`config.mk`:
```
export PLATFORM = sky130hd
export DESIGN_NAME = buddy_block_allocator_top
export DESIGN_NICKNAME = d
export VERILOG_FILES = /design/src/design/bba_pkg.sv /design/src/design/buddy_block_allocator_top.sv
export SDC_FILE = /design/constraint.sdc
export NUM_CORES = 1
export LEC_CHECK = 0
export CAP_MARGIN = 20
export CORE_UTILIZATION = 58
export DETAILED_ROUTE_END_ITERATION = 16
export DONT_BUFFER_PORTS = 1
export GPL_TIMING_DRIVEN = 0
export PLACE_DENSITY = 0.86
export SETUP_SLACK_MARGIN = 0.02
export SYNTH_ARGS = -nofsm -noshare
export SYNTH_HDL_FRONTEND = slang
export SYNTH_SLANG_ARGS = --single-unit
```
`constraint.sdc`:
```
create_clock -name clk -period 9 [get_ports clk]
set_input_delay 1.8 -clock clk [delete_from_list [all_inputs] [get_ports clk]]
set_output_delay 1.8 -clock clk [all_outputs]
set_load 0.02 [all_outputs]
```
`src/design/bba_pkg.sv`:
```
`timescale 1ns / 1ps
// Shared types and codes for the buddy block allocator.
// No dependencies; imported by buddy_block_allocator_top.
package bba_pkg;

  // Request kinds
  localparam logic KIND_ALLOC = 1'b0;
  localparam logic KIND_FREE  = 1'b1;

  // Result status codes
  localparam logic [1:0] STAT_OK      = 2'd0;
  localparam logic [1:0] STAT_NOSPACE = 2'd1;
  localparam logic [1:0] STAT_BAD     = 2'd2;

  // One request transaction
  typedef struct packed {
    logic       kind;
    logic [8:0] block_count;
    logic [7:0] block_index;
  } bba_req_t;

  // One result transaction
  typedef struct packed {
    logic [1:0] status;
    logic [7:0] result_index;
    logic [3:0] result_level;
  } bba_rsp_t;

  // Sequencer states
  typedef enum logic [3:0] {
    S_CLEAR,
    S_IDLE,
    S_SCAN_RD,
    S_SCAN_EV,
    S_SPLIT_RD,
    S_SPLIT_EV,
    S_MERGE_RD,
    S_MERGE_EV,
    S_SET_RD,
    S_SET_EV,
    S_FIN
  } bba_state_t;

endpackage

```
`src/design/buddy_block_allocator_top.sv`:
```
`timescale 1ns / 1ps
// Buddy block allocator: sequencer plus one word-wide free-mark memory.
// Depends on bba_pkg (request/result structs, status codes, states).

// Free marks live in a binary-tree node array (node 1 is the largest block),
// packed up to 32 marks per memory word and visited through a single
// read-modify-write port, each word in a read state and then an evaluate
// state. An allocate scans words upward from its level and then splits; a
// free takes merge steps, plus a set step when it merges up to the whole
// pool; a zero count, oversize allocate or bad free goes straight to the
// finish state, which waits while the result register is full.
// After reset and after every pool_levels write a clearing pass over every
// memory word rebuilds the store as one free whole-pool block; no request
// is taken during it.
// A finished result sits in an output register while the next request is
// taken. Result index and level are zero unless status is ok.
module buddy_block_allocator_top #(
  parameter int MAX_BLOCKS = 256
) (
  input  logic              clk,
  input  logic              rst_n,
  input  logic              in_valid,
  output logic              in_ready,
  input  bba_pkg::bba_req_t in_data,
  output logic              out_valid,
  input  logic              out_ready,
  output bba_pkg::bba_rsp_t out_data,
  input  logic              cfg_we,
  input  logic [3:0]        cfg_wdata
);
  import bba_pkg::*;

  // Largest level that fits the pool, and derived storage geometry
  localparam int ML        = $clog2(MAX_BLOCKS + 1) - 1;
  localparam int IdBits    = ML + 1;
  localparam int LevelBits = $clog2(ML + 1);
  localparam int WordBits  = ((1 << ML) < 32) ? (1 << ML) : 32;
  localparam int BitBits   = $clog2(WordBits);
  localparam int AddrBits  = IdBits - BitBits;
  localparam int Depth     = 1 << AddrBits;

  typedef logic [IdBits-1:0]    id_t;
  typedef logic [LevelBits-1:0] lvl_t;
  typedef logic [WordBits-1:0]  word_t;
  typedef logic [AddrBits-1:0]  addr_t;

  // Saturated top level from a pool_levels value
  function automatic lvl_t sat_top(input logic [3:0] pl);
    logic [3:0] t;
    t = (pl == 4'd0) ? 4'd0 : pl - 4'd1;
    if (32'(t) > ML) return LevelBits'(ML);
    return LevelBits'(t);
  endfunction

  // State
  bba_state_t state_r, state_nxt;
  addr_t      addr_r, addr_nxt;
  lvl_t       x_r, x_nxt;
  lvl_t       lv_r, lv_nxt;
  id_t        id_r, id_nxt;
  logic [1:0] stat_r, stat_nxt;
  lvl_t       top_r, top_nxt;
  logic       out_valid_r, out_valid_nxt;
  bba_rsp_t   out_data_r, out_data_nxt;

  // Memory
  word_t mem [Depth];
  word_t rd_q;
  logic  mem_we;
  word_t mem_wdata;

  always_ff @(posedge clk) begin
    if (mem_we) begin
      mem[addr_r] <= mem_wdata;
    end
    rd_q <= mem[addr_r];
  end

  // Request decode: floor and ceiling log2 of the count, free checks
  logic [3:0]  fl, cl;
  logic        cnt_zero, free_bad;
  logic [9:0]  free_end;
  logic [16:0] span;
  logic [7:0]  align_mask;
  logic [31:0] idx_ext;
  id_t         free_node;
  id_t         alloc_base;

  always_comb begin
    fl = 4'd0;
    for (int i = 0; i < 9; i++) begin
      if (in_data.block_count[i]) fl = 4'(i);
    end
    cnt_zero = (in_data.block_count == 9'd0);
    cl = fl + 4'((in_data.block_count & (in_data.block_count - 9'd1)) != 9'd0);
    span = 17'(1) << top_r;
    free_end = 10'(in_data.block_index) + (10'(1) << fl);
    align_mask = (8'(1) << fl) - 8'd1;
    free_bad = (5'(fl) > 5'(top_r)) || ((in_data.block_index & align_mask) != 8'd0) ||
               (17'(free_end) > span);
    idx_ext = 32'(in_data.block_index);
    free_node = IdBits'({1'b1, idx_ext[ML-1:0]}) >> fl;
    alloc_base = IdBits'(1) << (LevelBits'(ML) - LevelBits'(cl));
  end

  // Scan of the current level: node range, word window, lowest free mark
  id_t              lvl_base, lvl_last;
  addr_t            first_w, last_w;
  word_t            lo_mask, hi_mask, hits;
  logic [BitBits-1:0] pick;
  logic             found;
  id_t              found_id, found_child, child_lo, child_hi, grand;
  logic [BitBits-1:0] bud_bit, own_bit;
  logic             bud_free;
  id_t              parent, blk;
  logic [31:0]      blk_ext, lvl_ext;

  always_comb begin
    lvl_base = IdBits'(1) << (LevelBits'(ML) - x_r);
    lvl_last = lvl_base + (IdBits'(1) << (top_r - x_r)) - IdBits'(1);
    first_w = lvl_base[IdBits-1:BitBits];
    last_w  = lvl_last[IdBits-1:BitBits];
    lo_mask = (addr_r == first_w) ? ({WordBits{1'b1}} << lvl_base[BitBits-1:0])
                                  : {WordBits{1'b1}};
    hi_mask = (addr_r == last_w) ? ({WordBits{1'b1}} >> (~lvl_last[BitBits-1:0]))
                                 : {WordBits{1'b1}};
    hits = rd_q & lo_mask & hi_mask;
    found = |hits;
    pick = '0;
    for (int i = WordBits - 1; i >= 0; i--) begin
      if (hits[i]) pick = BitBits'(i);
    end
    found_id = {addr_r, pick};
    found_child = {found_id[IdBits-2:0], 1'b0};
    // split: lower child freed, upper child kept
    child_lo = {id_r[IdBits-2:0], 1'b0};
    child_hi = {id_r[IdBits-2:0], 1'b1};
    grand = {child_hi[IdBits-2:0], 1'b0};
    // merge: buddy shares the word
    own_bit = id_r[BitBits-1:0];
    bud_bit = own_bit ^ BitBits'(1);
    bud_free = rd_q[bud_bit];
    parent = id_r >> 1;
    // block index of node id_r at level x_r
    blk = id_r << x_r;
    blk_ext = 32'(blk[ML-1:0]);
    lvl_ext = 32'(x_r);
  end

  // Next state and datapath registers
  always_comb begin
    state_nxt     = state_r;
    addr_nxt      = addr_r;
    x_nxt         = x_r;
    lv_nxt        = lv_r;
    id_nxt        = id_r;
    stat_nxt      = stat_r;
    top_nxt       = top_r;
    out_valid_nxt = out_valid_r;
    out_data_nxt  = out_data_r;

    if (out_valid_r && out_ready) out_valid_nxt = 1'b0;

    if (cfg_we) begin
      top_nxt   = sat_top(cfg_wdata);
      state_nxt = S_CLEAR;
      addr_nxt  = '0;
    end else begin
      unique case (state_r)
        S_CLEAR: begin
          addr_nxt = addr_r + addr_t'(1);
          if (addr_r == addr_t'(Depth - 1)) state_nxt = S_IDLE;
        end
        S_IDLE: begin
          if (in_valid) begin
            if (cnt_zero) begin
              stat_nxt  = STAT_BAD;
              state_nxt = S_FIN;
            end else if (in_data.kind == KIND_ALLOC) begin
              if (5'(cl) > 5'(top_r)) begin
                stat_nxt  = STAT_NOSPACE;
                state_nxt = S_FIN;
              end else begin
                x_nxt     = LevelBits'(cl);
                lv_nxt    = LevelBits'(cl);
                addr_nxt  = alloc_base[IdBits-1:BitBits];
                state_nxt = S_SCAN_RD;
              end
            end else if (free_bad) begin
              stat_nxt  = STAT_BAD;
              state_nxt = S_FIN;
            end else begin
              x_nxt     = LevelBits'(fl);
              id_nxt    = free_node;
              addr_nxt  = free_node[IdBits-1:BitBits];
              state_nxt = (LevelBits'(fl) == top_r) ? S_SET_RD : S_MERGE_RD;
            end
          end
        end
        S_SCAN_RD:  state_nxt = S_SCAN_EV;
        S_SCAN_EV: begin
          if (found) begin
            id_nxt = found_id;
            if (x_r > lv_r) begin
              addr_nxt  = found_child[IdBits-1:BitBits];
              state_nxt = S_SPLIT_RD;
            end else begin
              stat_nxt  = STAT_OK;
              state_nxt = S_FIN;
            end
          end else if (addr_r != last_w) begin
            addr_nxt  = addr_r + addr_t'(1);
            state_nxt = S_SCAN_RD;
          end else if (x_r == top_r) begin
            stat_nxt  = STAT_NOSPACE;
            state_nxt = S_FIN;
          end else begin
            // next level up: its first node is half of this level's
            x_nxt     = x_r + lvl_t'(1);
            addr_nxt  = addr_t'(lvl_base >> (BitBits + 1));
            state_nxt = S_SCAN_RD;
          end
        end
        S_SPLIT_RD: state_nxt = S_SPLIT_EV;
        S_SPLIT_EV: begin
          x_nxt  = x_r - lvl_t'(1);
          id_nxt = child_hi;
          if (x_r - lvl_t'(1) == lv_r) begin
            stat_nxt  = STAT_OK;
            state_nxt = S_FIN;
          end else begin
            addr_nxt  = grand[IdBits-1:BitBits];
            state_nxt = S_SPLIT_RD;
          end
        end
        S_MERGE_RD: state_nxt = S_MERGE_EV;
        S_MERGE_EV: begin
          if (bud_free) begin
            x_nxt     = x_r + lvl_t'(1);
            id_nxt    = parent;
            addr_nxt  = parent[IdBits-1:BitBits];
            state_nxt = (x_r + lvl_t'(1) == top_r) ? S_SET_RD : S_MERGE_RD;
          end else begin
            stat_nxt  = STAT_OK;
            state_nxt = S_FIN;
          end
        end
        S_SET_RD:   state_nxt = S_SET_EV;
        S_SET_EV: begin
          stat_nxt  = STAT_OK;
          state_nxt = S_FIN;
        end
        S_FIN: begin
          if (!out_valid_r || out_ready) begin
            out_valid_nxt       = 1'b1;
            out_data_nxt.status = stat_r;
            if (stat_r == STAT_OK) begin
              out_data_nxt.result_index = blk_ext[7:0];
              out_data_nxt.result_level = lvl_ext[3:0];
            end else begin
              out_data_nxt.result_index = '0;
              out_data_nxt.result_level = '0;
            end
            state_nxt = S_IDLE;
          end
        end
        default: state_nxt = S_IDLE;
      endcase
    end
  end

  // Handshake and memory write port
  always_comb begin
    in_ready  = (state_r == S_IDLE) && !cfg_we;
    mem_we    = 1'b0;
    mem_wdata = rd_q;
    unique case (state_r)
      S_CLEAR: begin
        // only the whole-pool node is free
        mem_we    = 1'b1;
        mem_wdata = (addr_r == lvl_base[IdBits-1:BitBits] && x_r == top_r) ?
                    (word_t'(1) << lvl_base[BitBits-1:0]) : '0;
      end
      S_SCAN_EV: begin
        mem_we    = found;
        mem_wdata = rd_q & ~(word_t'(1) << pick);
      end
      S_SPLIT_EV: begin
        mem_we    = 1'b1;
        mem_wdata = rd_q | (word_t'(1) << child_lo[BitBits-1:0]);
      end
      S_MERGE_EV: begin
        mem_we    = 1'b1;
        mem_wdata = bud_free ? (rd_q & ~(word_t'(1) << bud_bit) & ~(word_t'(1) << own_bit))
                             : (rd_q | (word_t'(1) << own_bit));
      end
      S_SET_EV: begin
        mem_we    = 1'b1;
        mem_wdata = rd_q | (word_t'(1) << own_bit);
      end
      default: begin
        mem_we    = 1'b0;
        mem_wdata = rd_q;
      end
    endcase
  end

  // Registers
  always_ff @(posedge clk) begin
    if (!rst_n) begin
      state_r     <= S_CLEAR;
      addr_r      <= '0;
      x_r         <= sat_top(4'd9);
      top_r       <= sat_top(4'd9);
      out_valid_r <= 1'b0;
    end else begin
      state_r     <= state_nxt;
      addr_r      <= addr_nxt;
      // during clearing the level register points at the top for the root lookup
      x_r         <= (state_nxt == S_CLEAR) ? top_nxt : x_nxt;
      top_r       <= top_nxt;
      out_valid_r <= out_valid_nxt;
    end
  end

  always_ff @(posedge clk) begin
    lv_r       <= lv_nxt;
    id_r       <= id_nxt;
    stat_r     <= stat_nxt;
    out_data_r <= out_data_nxt;
  end

  assign out_valid = out_valid_r;
  assign out_data  = out_data_r;

endmodule

```
# Word-level counts from Yosys, hierarchy flattened
# Memory sizes are Yosys's and may differ from the RTL's. A register that Yosys moved wholly into a read port is not among the register bits.
# Cells that the tools add are included.
[word_totals] register_bits=46 ramBits=512 input_bits=27 out_inout_bits=16 wordCells=258 memories=1
[classes] addsub=13 order_cmp=6 eq_ne=45 shifts=15 muxes=120 bitwise_logic=19 reduce_logical=28
[mem_list] name="mem" depth=16 width=32 read_ports=1 rd_ports_with_merged_regs=1 wr=1 line="buddy_block_allocator_top.sv:67" source="word_t mem [Depth];"
[op_table] op="4-bit 2-to-1 mux" n=48
[op_table] op="32-bit bitwise AND" n=5
[op_table] op="5-bit 2-to-1 mux" n=32
[op_table] op="32-bit case mux with 5 select lines" n=1
[op_table] op="1-bit by 5-bit << shifter with 32-bit output, first input constant" n=5
[op_table] op="32-bit 2-to-1 mux" n=4
[op_table] op="32-bit NOT" n=3
[op_table] op="32-bit OR" n=2
[op_table] op="9-bit 2-to-1 mux" n=6
[op_table] op="4-bit case mux with 11 select lines" n=1
[op_table] op="9-bit case mux with 4 select lines" n=1
[op_table] op="32-bit OR reduction" n=1
[op_table] op="32-bit by 5-bit << shifter with 32-bit output, first input constant" n=1
[op_table] op="32-bit by 5-bit right shift with 32-bit output, first input constant" n=1
[op_table] op="3-bit inequality test, second input constant" n=10
[op_table] op="1-bit by 4-bit << shifter with 9-bit output, first input constant" n=3
[op_table] op="4-bit == test" n=6
[op_table] op="2-bit 2-to-1 mux" n=12
[op_table] op="4-bit case mux with 5 select lines" n=1
[op_table] op="10-bit AND reduction" n=2
[op_table] op="2-bit inequality test, second input constant" n=9
[op_table] op="9-bit by 1-bit subtractor with 9-bit output, second input constant" n=2
[op_table] op="10-bit by 17-bit > comparator with 1-bit output" n=1
[op_table] op="1-bit by 4-bit << shifter with 17-bit output, first input constant" n=1
[op_table] op="49 further kinds" n=88

# Logic depth before layout (Yosys ltp)
[logic_depth] depth_word=44 ltp_mapped=29 mapped_depth_nobuf=29

# Worst setup path before layout
# No wires, ideal clock.
[synth_timing] path_kind="register to register" start="register x_r[1]" end="memory mem[1][0] in the netlist's numbering, enable pin" setup_ps=513 arrival_ps=9001 required_time_ps=8487 slack_ps=-514 path_stages_with_launch=28 n_path_buf=5 cell_sequence="dfxtp_1 > clkbuf_1 > inv_1 > ha_1 > buf_2 > nor2b_1 > a211oi_1 > nor2_1 > clkbuf_1 > nand2_1 > ha_1 > inv_1 > ha_1 > fa_1 > and3_1 > or4_1 > a31oi_1 > or3_1 > buf_2 > o22ai_1 > o2111a_1 > and2_1 > nand2_1 > nor3_4 > nor2_1 > nor4_4 > buf_2 > nor4b_1"
[synth_via] elab_chain_cells=12 word_cells_on_any_way=19
[synth_rtl] item="start: declaration" line="buddy_block_allocator_top.sv:58" source="lvl_t x_r, x_nxt;"
[synth_rtl] item="start signal: assignment" line="buddy_block_allocator_top.sv:313" source="x_r <= sat_top(4'd9);"
[synth_rtl] item="start signal: assignment" line="buddy_block_allocator_top.sv:320" source="x_r <= (state_nxt == S_CLEAR) ? top_nxt : x_nxt;"
[synth_rtl] item="4-bit subtractor (on tied branches)" line="buddy_block_allocator_top.sv:119, buddy_block_allocator_top.sv:120"
[synth_rtl] item="1-bit by 4-bit << shifter with 9-bit output (on tied branches)" line="buddy_block_allocator_top.sv:119, buddy_block_allocator_top.sv:120"
[synth_rtl] item="9-bit adder" line="buddy_block_allocator_top.sv:120" source="lvl_last = lvl_base + (IdBits'(1) << (top_r - x_r)) - IdBits'(1);"
[synth_rtl] item="9-bit by 1-bit subtractor with 9-bit output" line="buddy_block_allocator_top.sv:120"
[synth_rtl] item="5-bit NOT" line="buddy_block_allocator_top.sv:125" source="hi_mask = (addr_r == last_w) ? ({WordBits{1'b1}} >> (~lvl_last[BitBits-1:0]))"
[synth_rtl] item="32-bit by 5-bit right shift with 32-bit output" line="buddy_block_allocator_top.sv:125"
[synth_rtl] item="32-bit 2-to-1 mux" line="buddy_block_allocator_top.sv:125"
[synth_rtl] item="32-bit bitwise AND *" line="buddy_block_allocator_top.sv:127" source="hits = rd_q & lo_mask & hi_mask;"
[synth_rtl] item="32-bit OR reduction *" line="buddy_block_allocator_top.sv:128" source="found = |hits;"
[synth_rtl] item="1-bit case mux with 2 select lines *" line="buddy_block_allocator_top.sv:277" source="unique case (state_r)"
[synth_rtl] item="1-bit 2-to-1 mux *" line="buddy_block_allocator_top.sv:73" source="if (mem_we) begin"
[synth_rtl] item="1-bit 2-to-1 mux (implied by the code) *" line="buddy_block_allocator_top.sv:74" source="mem[addr_r] <= mem_wdata;"
[synth_rtl] item="end: declaration" line="buddy_block_allocator_top.sv:67"
# Every way passes the cells marked *; elsewhere a longest branch is shown, timed or not.

# Worst setup path after layout
[layout_timing] start="register x_r[1]" end="memory mem[6][26] in the netlist's numbering, enable pin"
# The elaborated chain is that of the path after synthesis.

==> metrics <==
status complete, no violations; Async SR Flop Fraction 0%; Ys Warns 0; crit path DAT 8.98 ns; Post-CTS Hold Fix Bufs 0; Starting Density 58.8%; Compound-Gate Fraction of Synth Area 11.4%; Inserted Diodes 0; R2R cell count 29; Detailed Place HPWL 71600 um; slowest CP cell nor4bb_4; starting DRC count in detailed routing 3329; skew final 0.0436 ns; Startpoint Class flop; largest area contributor in the netlist edfxtp_1; most instantiated cells after synthesis 541 x edfxtp_1, 169 x mux4_2, 161 x nand2_1; Final min period 8.66 ns; DRC viols 0; max_cap viols 0; worst-skew pair later-pin latency 0.65 ns; Post-synth EDFFs 541; Max VDD drop 260 uV; Synth Area per Inst 13.8 um2; CTS H-tree depth 2; largest net degree at the start of global routing 17; gpl congestion 1.04; GRT Total Usage 39.8%; I/O Pins 43; area post-placement 31300 um2; R2R Setup Slk 0.34 ns; clk root buf clkbuf_16; cell count after synthesis 2143; core footprint 50300 um2; beginning of the critical path x_r[1]; Final #Nets 2398; CTS tree done; xor-xnor portion of the synthesized cell area 0.990%; period utilisation layout 96.2%; final instance area 33600 um2; Peak Freq 0.116 GHz; antenna violations before repair 5; drt first pass iters 7; Syn Nets 2236; Crit Path Category reg -> reg; Synth Cell Area 29600 um2; Slew HR 23.8%; crit path to mem[6][26]; Power per Cell Area 202 nW/um2; Synth top area share 54.9%; Post-DRT Antenna Nets 0; Adder-Cell Fraction of Synth Area 2.90%; synthesis-to-finish area growth 13.7%; number of CTS-inserted buffers 57; Critical R2R Launch x_r[1]; Hold Vio Cnt, Final 0; Die ar. 51900 um2; critical path depth 29; final setup violation count 0; Pleak 10.8 nW; placed cells 2896; synth top area cells edfxtp_1 55%, mux4_2 13%, dfxtp_1 3.3%; Worst-Margin Slew 1.14 ns; mux contribution to synthesized area 13.6%; count leader, synth edfxtp_1; Worst path most repeated cell ha_1; # rows 82; TritonCTS sink count 590; crit path buf inv count 9; number of port buffers 0; Critical Path RT 9.32 ns; RSZ-0062 raised after global routing false; fin cells 3025; main combinational cell family by area after synthesis multiplexers; share of post-route cells with drive strength above 1 19.8%; Die H 228 um; Distinct cells, synth 108; Worst-path clk slew 0.07 ns; Remaining Overflow, GRT 0; Max FO, Critical Path 12; wire per inst 34.5 um; post-route setup slack 0.343 ns; min-delay src stat_r[0]; Die Width 228 um; worst-case clock buffer depth 3; register area share after synthesis 58.2%; Yosys reg bits 590; vias in the first global route 21839; HP Class reg -> reg; Primary FF master, synth edfxtp_1; via/cell ratio 7.31; Simple-Gate Fraction of Synth Area 10.2%; Routed WL 104000 um; Worst setup EP type flop; Crit path max-delay family simple AND/OR/NAND/NOR gates; via count 22120; first-pass GRT wire length 149000 um; final slew viol count 0; crit-path max cell delay 0.76 ns; fin util 66.9%; Crit Reg-Reg Endpoint mem[6][26]; pre-CTS setup slack -0.0961 ns
## flip-flops by register name (all words and copies together), names as in the netlist, 2 cells and up
signal    flops
lv_r          4
top_r         4
rd_q         32
addr_r        4
stat_r        2
out_data     14
x_r           4
id_r          9
state_r       4
mem         512
## routing by layer
metal  vias to the layer above  share of wire [%]  track usage [%]
met5                         -              0.038                0
met4                         6                5.7             19.8
met3                       447                 12             9.64
met2                      1832                 48             65.3
met1                     10942                 35             49.6
li1                       8893                  -                -
## logic make-up (layout without fill, tap and decap cells)
logic type | count (synthesis) | after routing
compound gates | 483 | 483
xor+xnor | 30 | 30
fa+ha+maj | 67 | 67
buf+inv | 192 | 402
flops | 590 | 590
mux | 191 | 191
simple gates | 590 | 590
## area by class of cell
| class | instances | area (um2) |
|---|---|---|
| Sequential cell | 590 | 17200 |
| Fill cell | 3365 | 16700 |
| Multi-Input combinational cell | 1361 | 11900 |
| Clock buffer | 83 | 1620 |
| Timing Repair Buffer | 103 | 955 |
| Tap cell | 672 | 841 |
| Buffer | 129 | 557 |
| Clock inverter | 24 | 313 |
| Inverter | 63 | 236 |
## stage by stage
| stage | total power (W) | hold slack (ns) | TNS [ns] |
|---|---|---|---|
| 6_report | 0.00680 | 0.614 | 0 |
| 5_1_grt | 0.00695 | 0.610 | 0 |
| 4_1_cts | 0.00672 | 0.599 | 0 |
| 3_5_place_dp | 0.00426 | 0.574 | -1.39 |
| 3_3_place_gp | 0.00423 | 0.575 | -2406.30 |
| 2_1_floorplan | 0.00389 | 0.512 | -137.95 |
## timing repair
action,4_1_cts,5_1_grt
pin swaps,1,1
buffers inserted,1,4
cloned,0,0
setup endpoints to repair,88,597
gates resized for setup,0,22
## worst min-delay path by stage
stage | to | slack (ns) | cells past startpoint
finish | out_data[12] | 0.61 | 0
global placement | out_data[12] | 0.58 | 0
CTS | out_data[13] | 0.60 | 0
floorplan | out_data[12] | 0.51 | 0
global route | out_data[12] | 0.61 | 0
detailed placement | out_data[12] | 0.57 | 0
## report_power, final
group	internal (W)	switching (W)	total, W
Clock	0.00141	0.00111	0.00252
Combinational	0.000420	0.000797	0.00122
Sequential	0.00300	0.0000654	0.00306
Total	0.00483	0.00197	0.00680
## cells in the final DEF (no fill, tap or decap), types with 20 or more instances in the layout
cell	instances
mux4_2	169
buf_1	26
inv_1	61
a21oi_1	92
nor2_1	139
nand3_1	36
clkbuf_1	98
buf_4	57
a31oi_1	37
nor2b_1	33
ha_1	63
nand2b_1	22
o31ai_1	20
edfxtp_1	541
nor3_1	44
dfxtp_1	49
buf_6	29
nand2_1	161
clkbuf_16	57
o21ai_0	108
(Power assumes the default switching activity.)
